`config.mk`:
```
export PLATFORM = sky130hd
export DESIGN_NAME = bayer_dither_texel_generator
export DESIGN_NICKNAME = d
export VERILOG_FILES = /design/src/bdt_pkg.sv /design/src/bdt_dither_value.sv /design/src/bayer_dither_texel_generator.sv
export SDC_FILE = /design/constraint.sdc
export NUM_CORES = 1
export LEC_CHECK = 0
export ABC_AREA = 1
export ABC_CLOCK_PERIOD_IN_PS = 4800
export BUFFER_PORTS_ARGS = -buffer_cell sky130_fd_sc_hd__buf_2
export CORE_AREA = 2 2 124 247
export CTS_BUF_LIST = sky130_fd_sc_hd__clkbuf_8 sky130_fd_sc_hd__clkbuf_16
export DETAILED_ROUTE_END_ITERATION = 8
export DIE_AREA = 0 0 126 249
export GPL_TIMING_DRIVEN = 0
export PLACE_DENSITY = 0.59
export SYNTH_ARGS = -nofsm -noshare
export SYNTH_HDL_FRONTEND = slang
export SYNTH_SLANG_ARGS = --single-unit
export TNS_END_PERCENT = 100
```
`constraint.sdc`:
```
create_clock -name i_clk -period 4.8 [get_ports i_clk]
set_input_delay 0.72 -clock i_clk [delete_from_list [all_inputs] [get_ports i_clk]]
set_output_delay 0.72 -clock i_clk [all_outputs]
set_load 0.05 [all_outputs]
```
`src/bdt_pkg.sv`:
```
// Shared types and constants for the Bayer dither texel generator.
// No dependencies; used by every other file of the block.
package bdt_pkg;

    localparam int unsigned COL_W   = 7;
    localparam int unsigned ROW_W   = 7;
    localparam int unsigned LAYER_W = 6;
    localparam int unsigned RAMP_W  = 8;
    localparam int unsigned VALUE_W = 8;
    localparam int unsigned ADDR_W  = 20;
    localparam int unsigned RANK_W  = 6;
    localparam int unsigned M_W     = 14;  // (2b+1)(D-1) + 2*L*N^2 tops out at 16065
    localparam int unsigned PROD_W  = 22;  // 170*m + 5376 < 2^22
    localparam int unsigned Q_W     = 13;  // quotient before the final divide by 21

    // Single-dot pattern: depth term 1/4, rank term 1/4 -> round(127.5) = 128
    localparam logic [VALUE_W-1:0] VALUE_1X1 = 8'd128;

    // floor(q / 21) == (q * 3121) >> 16 for q < 13107
    localparam logic [11:0] DIV21_MUL   = 12'd3121;
    localparam int unsigned DIV21_SHIFT = 16;

    // Ramp rounding: round(num / 65025) == (2*num + 65025) / 130050
    localparam int unsigned RAMP_BIAS = 65025;
    localparam int unsigned RAMP_DEN2 = 130050;
    localparam int unsigned RAMP_N    = 256;

    typedef enum logic {
        OP_DITHER = 1'b0,
        OP_RAMP   = 1'b1
    } t_op;

    typedef enum logic [1:0] {
        PAT_1X1 = 2'd0,
        PAT_2X2 = 2'd1,
        PAT_4X4 = 2'd2,
        PAT_8X8 = 2'd3
    } t_pat;

    // Control that travels with each pipeline stage
    typedef struct packed {
        logic valid;
        t_op  op;
    } t_ctl;

    typedef logic [VALUE_W-1:0] t_ramp_lut [RAMP_N];

    // Smoothstep ramp, evaluated at elaboration only
    function automatic t_ramp_lut ramp_lut();
        t_ramp_lut    lut;
        longint unsigned num;
        for (int i = 0; i < RAMP_N; i++) begin
            num    = longint'(i) * longint'(i) * (765 - 2 * longint'(i));
            lut[i] = VALUE_W'((2 * num + RAMP_BIAS) / RAMP_DEN2);
        end
        return lut;
    endfunction

endpackage

```
`src/bdt_dither_value.sv`:
```
// Dither byte pipeline: rank/layer -> weighted sum -> scaled -> rounded byte.
// Three register stages. Depends on bdt_pkg.
module bdt_dither_value (
    input  logic                          i_clk,
    input  logic                          i_rst_n,
    input  bdt_pkg::t_ctl                 i_ctl,
    input  bdt_pkg::t_pat                 i_pat,
    input  logic [bdt_pkg::RANK_W-1:0]    i_rank,
    input  logic [bdt_pkg::LAYER_W-1:0]   i_layer,
    output bdt_pkg::t_ctl                 o_ctl,
    output logic [bdt_pkg::VALUE_W-1:0]   o_value
);

    // stage A: m = (2b+1)(D-1) + 2*L*N^2
    bdt_pkg::t_ctl                 r_a_ctl;
    bdt_pkg::t_pat                 r_a_pat;
    logic [bdt_pkg::M_W-1:0]       r_a_m;
    logic [bdt_pkg::M_W-1:0]       n_a_m;
    logic [bdt_pkg::M_W-1:0]       odd;
    logic [bdt_pkg::M_W-1:0]       lay;

    // stage B: rounded quotient, or the value before /21 for the 8x8 case
    bdt_pkg::t_ctl                 r_b_ctl;
    bdt_pkg::t_pat                 r_b_pat;
    logic [bdt_pkg::Q_W-1:0]       r_b_q;
    logic [bdt_pkg::Q_W-1:0]       n_b_q;
    logic [bdt_pkg::PROD_W-1:0]    m_ext;

    // stage C: final byte
    bdt_pkg::t_ctl                 r_c_ctl;
    logic [bdt_pkg::VALUE_W-1:0]   r_c_value;
    logic [bdt_pkg::VALUE_W-1:0]   n_c_value;
    logic [bdt_pkg::Q_W+11:0]      div_prod;

    always_comb begin
        odd = bdt_pkg::M_W'({i_rank, 1'b1});
        lay = bdt_pkg::M_W'(i_layer);
        unique case (i_pat)
            bdt_pkg::PAT_2X2: n_a_m = (odd << 2) - odd + (lay << 3);
            bdt_pkg::PAT_4X4: n_a_m = (odd << 4) - odd + (lay << 5);
            bdt_pkg::PAT_8X8: n_a_m = (odd << 6) - odd + (lay << 7);
            default:          n_a_m = '0;  // 1x1 is a constant
        endcase
    end

    // 255/48 = 85/16, 255/960 = 17/64, 255/16128 = 85/(256*21)
    always_comb begin
        m_ext = bdt_pkg::PROD_W'(r_a_m);
        unique case (r_a_pat)
            bdt_pkg::PAT_2X2: n_b_q = bdt_pkg::Q_W'((m_ext * 22'd170 + 22'd16) >> 5);
            bdt_pkg::PAT_4X4: n_b_q = bdt_pkg::Q_W'((m_ext * 22'd34 + 22'd64) >> 7);
            bdt_pkg::PAT_8X8: n_b_q = bdt_pkg::Q_W'((m_ext * 22'd170 + 22'd5376) >> 9);
            default:          n_b_q = '0;
        endcase
    end

    always_comb begin
        div_prod = (bdt_pkg::Q_W+12)'(r_b_q) * (bdt_pkg::Q_W+12)'(bdt_pkg::DIV21_MUL);
        unique case (r_b_pat)
            bdt_pkg::PAT_1X1: n_c_value = bdt_pkg::VALUE_1X1;
            bdt_pkg::PAT_8X8: n_c_value =
                div_prod[bdt_pkg::DIV21_SHIFT +: bdt_pkg::VALUE_W];
            default:          n_c_value = r_b_q[bdt_pkg::VALUE_W-1:0];
        endcase
    end

    always_ff @(posedge i_clk) begin
        if (!i_rst_n) begin
            r_a_ctl <= '0;
            r_b_ctl <= '0;
            r_c_ctl <= '0;
        end else begin
            r_a_ctl <= i_ctl;
            r_b_ctl <= r_a_ctl;
            r_c_ctl <= r_b_ctl;
        end
    end

    always_ff @(posedge i_clk) begin
        r_a_pat   <= i_pat;
        r_a_m     <= n_a_m;
        r_b_pat   <= r_a_pat;
        r_b_q     <= n_b_q;
        r_c_value <= n_c_value;
    end

    assign o_ctl   = r_c_ctl;
    assign o_value = r_c_value;

endmodule

```
`src/bayer_dither_texel_generator.sv`:
```
// Top level of the Bayer dither texel generator: decode, address, ramp table.
// Depends on bdt_pkg and bdt_dither_value.
//
//  channel   | handshake            | payload
//  ----------+----------------------+---------------------------------------------
//  request   | start / busy         | i_op i_pattern i_col i_row i_layer i_ramp_index
//  result    | o_valid (strobe)     | o_texel_value o_texel_address
//
// One transfer per clock: each request taken passes the four-stage pipeline
// and shows its result with o_valid high.
// busy never rises; the pipeline has no stall path and the receiver must
// take each result in the cycle it is strobed.
// Synchronous active-low reset clears only the control bits (valid and op);
// payload registers are not reset.
//
// Stage 1 (this file): clamp col/row/layer to the pattern, form the Bayer
//   rank from the coordinate bits, the linear address, and the ramp byte
//   from a constant 256-entry table.
// Stages 2-4 (bdt_dither_value): weighted sum, constant scale, final /21 for 8x8.
module bayer_dither_texel_generator (
    input  logic                          i_clk,
    input  logic                          i_rst_n,
    input  logic                          start,
    output logic                          busy,
    input  logic                          i_op,
    input  logic [1:0]                    i_pattern,
    input  logic [bdt_pkg::COL_W-1:0]     i_col,
    input  logic [bdt_pkg::ROW_W-1:0]     i_row,
    input  logic [bdt_pkg::LAYER_W-1:0]   i_layer,
    input  logic [bdt_pkg::RAMP_W-1:0]    i_ramp_index,
    output logic                          o_valid,
    output logic [bdt_pkg::VALUE_W-1:0]   o_texel_value,
    output logic [bdt_pkg::ADDR_W-1:0]    o_texel_address
);

    localparam bdt_pkg::t_ramp_lut RampLut = bdt_pkg::ramp_lut();
    localparam int unsigned        TailDly = 3;  // stages inside bdt_dither_value

    logic                          accept;
    bdt_pkg::t_pat                 pat;
    bdt_pkg::t_op                  op;
    logic [bdt_pkg::COL_W-1:0]     col_max;
    logic [bdt_pkg::LAYER_W-1:0]   layer_max;
    logic [bdt_pkg::COL_W-1:0]     col_s;
    logic [bdt_pkg::ROW_W-1:0]     row_s;
    logic [bdt_pkg::LAYER_W-1:0]   layer_s;
    logic [bdt_pkg::RANK_W-1:0]    rank;
    logic [bdt_pkg::ADDR_W-1:0]    n_addr;

    bdt_pkg::t_ctl                 r_s1_ctl;
    bdt_pkg::t_ctl                 n_s1_ctl;
    bdt_pkg::t_pat                 r_s1_pat;
    logic [bdt_pkg::RANK_W-1:0]    r_s1_rank;
    logic [bdt_pkg::LAYER_W-1:0]   r_s1_layer;

    // address and ramp byte ride alongside the dither tail
    logic [bdt_pkg::ADDR_W-1:0]    r_addr_dly [TailDly+1];
    logic [bdt_pkg::VALUE_W-1:0]   r_ramp_dly [TailDly+1];

    bdt_pkg::t_ctl                 tail_ctl;
    logic [bdt_pkg::VALUE_W-1:0]   tail_value;

    // quadrant digit: (0,0)=0 (1,0)=2 (0,1)=3 (1,1)=1
    function automatic logic [1:0] bayer_digit(input logic xb, input logic yb);
        return yb ? (xb ? 2'd1 : 2'd3) : (xb ? 2'd2 : 2'd0);
    endfunction

    assign busy   = 1'b0;
    assign accept = start && !busy;
    assign pat    = bdt_pkg::t_pat'(i_pattern);
    assign op     = bdt_pkg::t_op'(i_op);

    always_comb begin
        unique case (pat)
            bdt_pkg::PAT_1X1: begin col_max = 7'd15;  layer_max = 6'd0;  end
            bdt_pkg::PAT_2X2: begin col_max = 7'd31;  layer_max = 6'd3;  end
            bdt_pkg::PAT_4X4: begin col_max = 7'd63;  layer_max = 6'd15; end
            default:          begin col_max = 7'd127; layer_max = 6'd63; end
        endcase
        col_s   = (i_col > col_max) ? col_max : i_col;
        row_s   = (i_row > col_max) ? col_max : i_row;
        layer_s = (i_layer > layer_max) ? layer_max : i_layer;
    end

    // bit 0 gives the most significant digit
    always_comb begin
        rank = '0;
        for (int k = 0; k < 3; k++) begin
            if (k < int'(i_pattern)) begin
                rank = {rank[bdt_pkg::RANK_W-3:0], bayer_digit(col_s[k], row_s[k])};
            end
        end
    end

    // width is a power of two and coordinates are clamped, so fields pack
    always_comb begin
        if (op == bdt_pkg::OP_RAMP) begin
            n_addr = bdt_pkg::ADDR_W'(i_ramp_index);
        end else begin
            unique case (pat)
                bdt_pkg::PAT_1X1: n_addr = bdt_pkg::ADDR_W'({row_s[3:0], col_s[3:0]});
                bdt_pkg::PAT_2X2: n_addr = bdt_pkg::ADDR_W'({layer_s[1:0], row_s[4:0],
                                                             col_s[4:0]});
                bdt_pkg::PAT_4X4: n_addr = bdt_pkg::ADDR_W'({layer_s[3:0], row_s[5:0],
                                                             col_s[5:0]});
                default:          n_addr = {layer_s, row_s, col_s};
            endcase
        end
    end

    always_comb begin
        n_s1_ctl.valid = accept;
        n_s1_ctl.op    = op;
    end

    always_ff @(posedge i_clk) begin
        if (!i_rst_n) begin
            r_s1_ctl <= '0;
        end else begin
            r_s1_ctl <= n_s1_ctl;
        end
    end

    always_ff @(posedge i_clk) begin
        r_s1_pat      <= pat;
        r_s1_rank     <= rank;
        r_s1_layer    <= layer_s;
        r_addr_dly[0] <= n_addr;
        r_ramp_dly[0] <= RampLut[i_ramp_index];
        for (int s = 1; s <= TailDly; s++) begin
            r_addr_dly[s] <= r_addr_dly[s-1];
            r_ramp_dly[s] <= r_ramp_dly[s-1];
        end
    end

    bdt_dither_value u_dither_value (
        .i_clk   (i_clk),
        .i_rst_n (i_rst_n),
        .i_ctl   (r_s1_ctl),
        .i_pat   (r_s1_pat),
        .i_rank  (r_s1_rank),
        .i_layer (r_s1_layer),
        .o_ctl   (tail_ctl),
        .o_value (tail_value)
    );

    assign o_valid         = tail_ctl.valid;
    assign o_texel_value   = (tail_ctl.op == bdt_pkg::OP_RAMP) ? r_ramp_dly[TailDly]
                                                                : tail_value;
    assign o_texel_address = r_addr_dly[TailDly];

endmodule

```
==> summary.md, run 1 <==
| Metric | Value |
|---|---|
| Total track usage | 24.6% |
| Largest net degree at the start of global routing | 18 |
| Setup crit start | u_dither_value.r_a_m[3]$_DFF_P_ |
| Initial antenna violation count | 0 |
| Achievable clock frequency | roughly 230 MHz |
| #FFs+latches synth | between 150 and 200 |
| Cell Area, Placed | approximately 14,000 sq um |
| # hold bufs at CTS | 0 |
| Worst Reg-to-Reg Cells | 21 |
| # setup viols final | 0 |
| Slowest CP cell | fa_1 |
| Design area | between 10,000 and 15,000 sq um |
| Synth Net Count | 2,058 |
| Worst path top cell family by delay | adder cells |
| DRT Pass-1 Iters | 5 |
| Core footprint | roughly 29,000 sq um |
| # DRC | 0 |
| Yosys cell types | 50 |
| Post-CTS sizing | 0 |
| Vias in the first global route | approximately 12,000 |
| RSZ-0062 raised after global routing | no |
| ANT nets after route | 0 |
| Relative slew slack | 53.2% |
| ANT cells | 0 |
| Syn avg cell area | roughly 7.4 sq um |
| Hold Fails Final Rpt | 0 |
| Crit Path Max Fanout | 6 |
| Num rows | slightly below 90 |
| IO buf count | 57 |
| Die ar. | around 31,000 sq um |
| Synth Cell Area | 13,100 sq um |
| Worst path depth | 21 |
| CTS tree | built |
| Worst setup path class | reg -> reg |
| End point of the critical path | u_dither_value.r_b_q[3]$_DFF_P_ |
| Clock latency on the worst-skew pair | around 0.45 ns |
| Worst slew pin tran | between 0.7 and 0.8 ns |
| Num CTS Buffers | 17 |
| Async SR Flop Fraction | 0% |
| Critical Path Start Type | register |
| Number of synthesized flops with an enable pin | 0 |
| Layout cells sized above 1 | between 8 and 9% |
| Max-cap violations | 0 |
| Yosys warns | 0 |
| Seq/Total Area, Yosys | 26.3% |
| Synthesized netlist cell count | 1,778 |
| Reg-to-Reg End | u_dither_value.r_b_q[3]$_DFF_P_ |
| GR Overflow Total | 0 |
| Crit-path max cell delay | 0.50 ns |
| Routed via count | between 10,000 and 15,000 |
| # Post-CTS Setup Buffers | 0 |
| Critical Path AT | between 4 and 5 ns |
| WP data required | a little over 5 ns |
| Max-slew violations | 0 |
| Die W | between 100 and 150 microns |
| Via density | between 5 and 6 |
| Top_reg_cell synth | dfxtp_1 |
| Worst r2r src | u_dither_value.r_a_m[3]$_DFF_P_ |
| Longest Clk Path Bufs | 2 |
| Initial DRC count | 600 |
| Status | complete, no violations |
| Fin Setup TNS | 0 ns |
| WL per Instance | around 17 microns |
| Worst hold path class | reg -> reg |
| Worst path cell trace | ha_1 -> inv_1 -> fa_1 -> inv_1 -> ha_1 -> fa_1 -> ha_1 -> nand2_2 -> nor2_2 -> nand3_2 -> nand2_2 -> nand2_2 -> nand2_1 -> ha_1 -> inv_1 -> nand3_1 -> nand3_1 -> nand2_1 -> inv_1 -> o21ai_0 -> a21oi_1 |
| Ports | 64 |
| Reg clk slew, reported paths | ~0.07 ns |
| Min Tclk post-route | 4.43 ns |
| Crit share post-route | 92.3% |
| Crit path capture type | register |
| Clock Skew | roughly 0.012 ns |
| Post-Route WL | 37,600 microns |
| Dpl hpwl | approximately 32,000 microns |
| Global-route wire length before repair | about 61,000 microns |
| Nets@finish | between 2,000 and 2,500 |
| Clk sinks | around 170 |
| Crit path buffers/inverters | 4 |
| R2R setup slack | between 0.3 and 0.4 ns |
| Initial core utilization | between 40 and 50% |
| Routability cong. | between 0.9 and 1 |
| Root buffer cell | clkbuf_16 |
| Die H | 249 microns |
| Max H-tree Level | 4 |
| Area growth, synth to finish | 10.2% |
==> area by class of cell <==
type,instances,area (sq um)
sequential,173,3460
timing repair buffer,57,285
tap,364,455
inverter,341,1280
fill,3030,14900
multi-input combinational,1234,8270
buffer,30,126
clock inverter,14,178
clock buffer,17,425
==> sequential cells by signal, summed over array words and instances, names as in the netlist, 6 cells and up <==
register and cells:
u_dither_value.o_value 8, r_s1_layer 6, r_ramp_dly 32, r_addr_dly 80
u_dither_value.r_a_m 14, r_s1_rank 6, u_dither_value.r_b_q 13
==> cell usage after synthesis, types with 5 or more instances <==
cell type  number  area (sq um)
nand2_2        18           113
nor3_1         18          90.1
nor2_2          5          31.3
o21bai_1        5          37.5
inv_1         335          1260
nor2_1        138           518
dfxtp_1       173          3460
xor2_1         14           123
fa_1           43           861
o211ai_1       12          90.1
inv_2           6          22.5
a21o_1          5          37.5
nand2_1       349          1310
o21ai_1         6          30.0
nand3_1       100           500
nand3_2         9          90.1
clkbuf_1       18          67.6
nand2_4         5          56.3
mux2_2          8          90.1
nand4_1        21           131
a31oi_1        15          93.8
ha_1          203          2540
o22ai_1         7          43.8
nand3b_1        7          52.6
o21ai_0        97           485
xnor2_1         6          52.6
o221ai_1        6          52.6
a21oi_1        91           455
buf_2           8          40.0
==> logic make-up (layout without fill, tap and decap cells) <==
family,after synthesis,count (layout),share of synthesized area (%)
AOI/OAI and AO/OA,275,275,12.1
xor gates and xnor gates,20,20,1.33
adders and majority gates,246,246,25.9
buffers and inverters,371,459,10.7
DFF,173,173,26.3
muxes,8,8,0.685
other,1,1,0.0285
and+or+nand+nor,684,684,23.0
==> layer usage <==
layer | vias to the layer above | GRT usage (%) | wire [microns]
met5 | - | 0 | 0
met4 | 0 | 13.9 | 2070
li1 | 5904 | - | -
met1 | 5396 | 22.0 | 12600
met3 | 115 | 3.05 | 1160
met2 | 286 | 50.7 | 21800
==> cell usage in the layout, fill, tap and decap left out, types with 21 or more instances in the layout <==
cell     netlist  layout
nand2_1      349     349
inv_1        335     335
ha_1         203     203
dfxtp_1      173     173
nor2_1       138     138
nand3_1      100     100
o21ai_0       97      97
a21oi_1       91      91
buf_2          8      65
fa_1          43      43
nand4_1       21      21
==> worst min-delay path by stage <==
stage,to,slack [ns],cells after the start,start
3_3_place_gp,r_ramp_dly[3][2]$_DFF_P_,0.31,0,r_ramp_dly[2][2]$_DFF_P_
4_1_cts,r_addr_dly[3][8]$_DFF_P_,0.32,0,r_addr_dly[2][8]$_DFF_P_
3_5_place_dp,r_addr_dly[1][13]$_DFF_P_,0.31,0,r_addr_dly[0][13]$_SDFF_PP0_
5_1_grt,r_addr_dly[3][18]$_DFF_P_,0.33,0,r_addr_dly[2][18]$_DFF_P_
6_report,r_ramp_dly[1][0]$_DFF_P_,0.33,0,r_ramp_dly[0][0]$_DFF_P_
2_1_floorplan,r_addr_dly[1][0]$_DFF_P_,0.31,0,r_addr_dly[0][0]$_DFF_P_
==> stage by stage <==
stage	worst slack, ns	util [%]	instances	hold slack, ns
floorplan	0.857	-	1778	0.310
global placement	0.346	47.2	2199	0.310
detailed placement	0.319	47.2	2199	0.312
CTS	0.306	49.3	2230	0.325
global route	0.0623	49.3	2230	0.332
finish	0.369	49.3	2230	0.327
Power of run 1 is not shown: default switching activity piles up to over one toggle a cycle in this logic, so the estimate is an artifact.
==> inputs of run 2 (changes only) <==
- CORE_AREA: 2 2 124 247 -> 2 2 184 168
- DIE_AREA: 0 0 126 249 -> 0 0 186 170
==> run 2 against run 1 <==
  * Sequential share of layout area decreased by 0.16 points
  * Final area increased by 0.72%
  * Flip-flop and latch count unchanged
  * Hold slack got worse by 0.0077 ns
  * Non-clock buffer count unchanged
  * Global-route usage decreased by 3.1 points
  * Die area increased by 0.78%
  * Final cell count increased by 1.8%
  * Setup slack improved by 0.076 ns
  * Critical path type unchanged
  * Critical endpoint is now u_dither_value.r_b_q[9]$_DFF_P_
  * Highest routed layer is now met5
==> summary.md, run 2 (synthesis gave the netlist of run 1 again) <==
| Metric | Value |
|---|---|
| WL per Instance | 14.4 microns |
| Initial antenna violation count | 1 |
| Via density | around 5.0 |
| DRT Pass-1 Iters | 6 |
| Worst path top cell family by delay | adder cells |
| Clock Skew | between 0.015 and 0.02 ns |
| Max-cap violations | 0 |
| Initial core utilization | approximately 44% |
| Layout cells sized above 1 | between 8 and 9% |
| Area growth, synth to finish | 11.0% |
| Most common cell after layout, fill and taps aside | nand2_1 |
| Worst setup path class | reg -> reg |
| Achievable clock frequency | about 230 MHz |
| Status | complete, no violations |
| Max H-tree Level | 4 |
| WP data required | roughly 5.1 ns |
| Dpl hpwl | about 26,000 microns |
| GR Overflow Total | 0 |
| Crit-path max cell delay | between 0.4 and 0.5 ns |
| CTS tree | built |
| IO buf count | 57 |
| Worst hold path class | reg -> reg |
| Worst path cell trace | ha_1 -> inv_1 -> fa_1 -> inv_1 -> ha_2 -> fa_1 -> ha_1 -> nand2_2 -> nor2_1 -> nor2_1 -> nand2_2 -> nand2_2 -> nand2_1 -> ha_1 -> inv_1 -> nand3_1 -> nand3_1 -> nand2_1 -> nand2_4 -> nor2_4 -> inv_2 -> nor2_1 -> o21ai_1 -> a21oi_1 |
| Longest Clk Path Bufs | 2 |
| Total track usage | between 20% and 30% |
| Core footprint | just under 30,000 sq um |
| Fin Setup TNS | 0 ns |
| Worst Reg-to-Reg Cells | 24 |
| Global-route wire length before repair | 54,700 microns |
| Crit Path Max Fanout | 6 |
| Relative slew slack | between 50 and 60% |
| Routability cong. | 0.913 |
| Num CTS Buffers | 17 |
| Clock latency on the worst-skew pair | between 0.4 and 0.5 ns |
| Max reg flops | 80 |
| Nets@finish | between 2,000 and 2,500 |
| Crit path capture type | register |
| RSZ-0062 raised after global routing | no |
| Hold-critical path endpoint | r_addr_dly[3][10]$_DFF_P_ |
| Crit share post-route | a little over 90% |
| Hold Startpoint | r_addr_dly[2][10]$_DFF_P_ |
| R2R setup slack | ~0.44 ns |
| # setup viols final | 0 |
| Largest net degree at the start of global routing | 24 |
| Clk sinks | between 150 and 200 |
| Root buffer cell | clkbuf_16 |
| Die ar. | between 30,000 and 40,000 sq um |
| Min Tclk post-route | 4.36 ns |
| Reg clk slew, reported paths | 0.09 ns |
| ANT cells | 0 |
| Reg-to-Reg End | u_dither_value.r_b_q[9]$_DFF_P_ |
| Num rows | 60 |
| Critical Path AT | 4.65 ns |
| Routed via count | between 10,000 and 15,000 |
| Critical Path Start Type | register |
| Hold depth | 0 |
| Initial DRC count | 747 |
| Die W | ~190 microns |
| Post-Route WL | between 30,000 and 40,000 microns |
| ANT nets after route | 0 |
| Hold Fails Final Rpt | 0 |
| # DRC | 0 |
| Max-slew violations | 0 |
| Fillers | around 3,000 |
| Most frequent cells in the layout | nand2_1 (349), inv_1 (335), ha_1 (202) |
| Crit path buffers/inverters | 4 |
| Largest registers | r_addr_dly (80), r_ramp_dly (32), u_dither_value.r_a_m (14) |
| Ports | 64 |
| Largest register by flop count | r_addr_dly |
| Worst r2r src | u_dither_value.r_a_m[3]$_DFF_P_ |
| Slowest CP cell | fa_1 |
| Vias in the first global route | roughly 11,000 |
| Worst slew pin tran | 0.731 ns |
| Die H | around 170 microns |
run 2: cell count changes in the layout (fill, tap and decap cells not counted):
cell,previous run,this run
clkinvlp_4,2,0
inv_16,0,2
dfxtp_2,0,1
inv_12,0,6
ha_2,0,1
inv_6,5,1
bufinv_16,2,0
clkinv_4,1,0
ha_1,203,202
dfxtp_1,173,172
clkinv_8,1,3
run 2: how the worst max path moves through the flow:
stage	from	endpoint	slack, ns	depth (start not counted)
floorplan	u_dither_value.r_a_m[3]$_DFF_P_	u_dither_value.r_b_q[9]$_DFF_P_	0.86	24
global placement	u_dither_value.r_a_m[3]$_DFF_P_	u_dither_value.r_b_q[9]$_DFF_P_	0.40	24
detailed placement	u_dither_value.r_a_m[3]$_DFF_P_	u_dither_value.r_b_q[9]$_DFF_P_	0.36	24
CTS	u_dither_value.r_a_m[3]$_DFF_P_	u_dither_value.r_b_q[9]$_DFF_P_	0.34	24
global route	u_dither_value.r_a_m[3]$_DFF_P_	u_dither_value.r_b_q[11]$_DFF_P_	0.03	24
finish	u_dither_value.r_a_m[3]$_DFF_P_	u_dither_value.r_b_q[9]$_DFF_P_	0.44	24
run 2: timing repair:
action	CTS	global route
setup endpoints to repair	0	3
gates resized for setup	0	2
hold buffers	0	0
setup buffers	0	0
run 2: cell type report:
cell class / instances / area, sq um / share of cell area [%]
multi-input cells: 1234 / 8280 / 56.7
inverters: 341 / 1280 / 8.77
clock buffers: 17 / 425 / 2.92
plain buffers: 30 / 126 / 0.866
well taps: 403 / 504 / 3.46
flip-flops and latches: 173 / 3460 / 23.7
repair buffers: 57 / 285 / 1.96
clock inverters: 15 / 229 / 1.57
run 2: worst register-to-register path: cells and delay by family, from the launching register on:
| family | cells | cell delay (ns) |
|---|---|---|
| flip-flops | 1 | 0.36 |
| buffers and inverters | 4 | 0.26 |
| AND/OR/NAND/NOR | 12 | 1.12 |
| adder cells (fa/ha/maj) | 6 | 2.25 |
| AO/OA/AOI/OAI | 2 | 0.23 |
run 2: per-layer routing:
layer,vias up,GRT usage (%),share of wire [%],wire [microns]
met4,2,4.35,0.81,265
li1,5919,-,-,-
met3,24,3.70,5.7,1870
met1,5119,30.9,50,16300
met2,295,34.1,43,14200
met5,-,0,0.031,10
run 2: stage by stage:
stage	setup slack (ns)	hold slack, ns	instances	utilization, %	area, sq um
2_1_floorplan	0.857	0.310	1778	-	13100
3_3_place_gp	0.395	0.310	2238	47.0	13900
3_5_place_dp	0.364	0.312	2238	47.0	13900
4_1_cts	0.339	0.325	2270	49.2	14600
5_1_grt	0.0339	0.324	2270	49.2	14600
6_report	0.445	0.320	2270	49.2	14600
Power of run 2 is left out for the same reason.
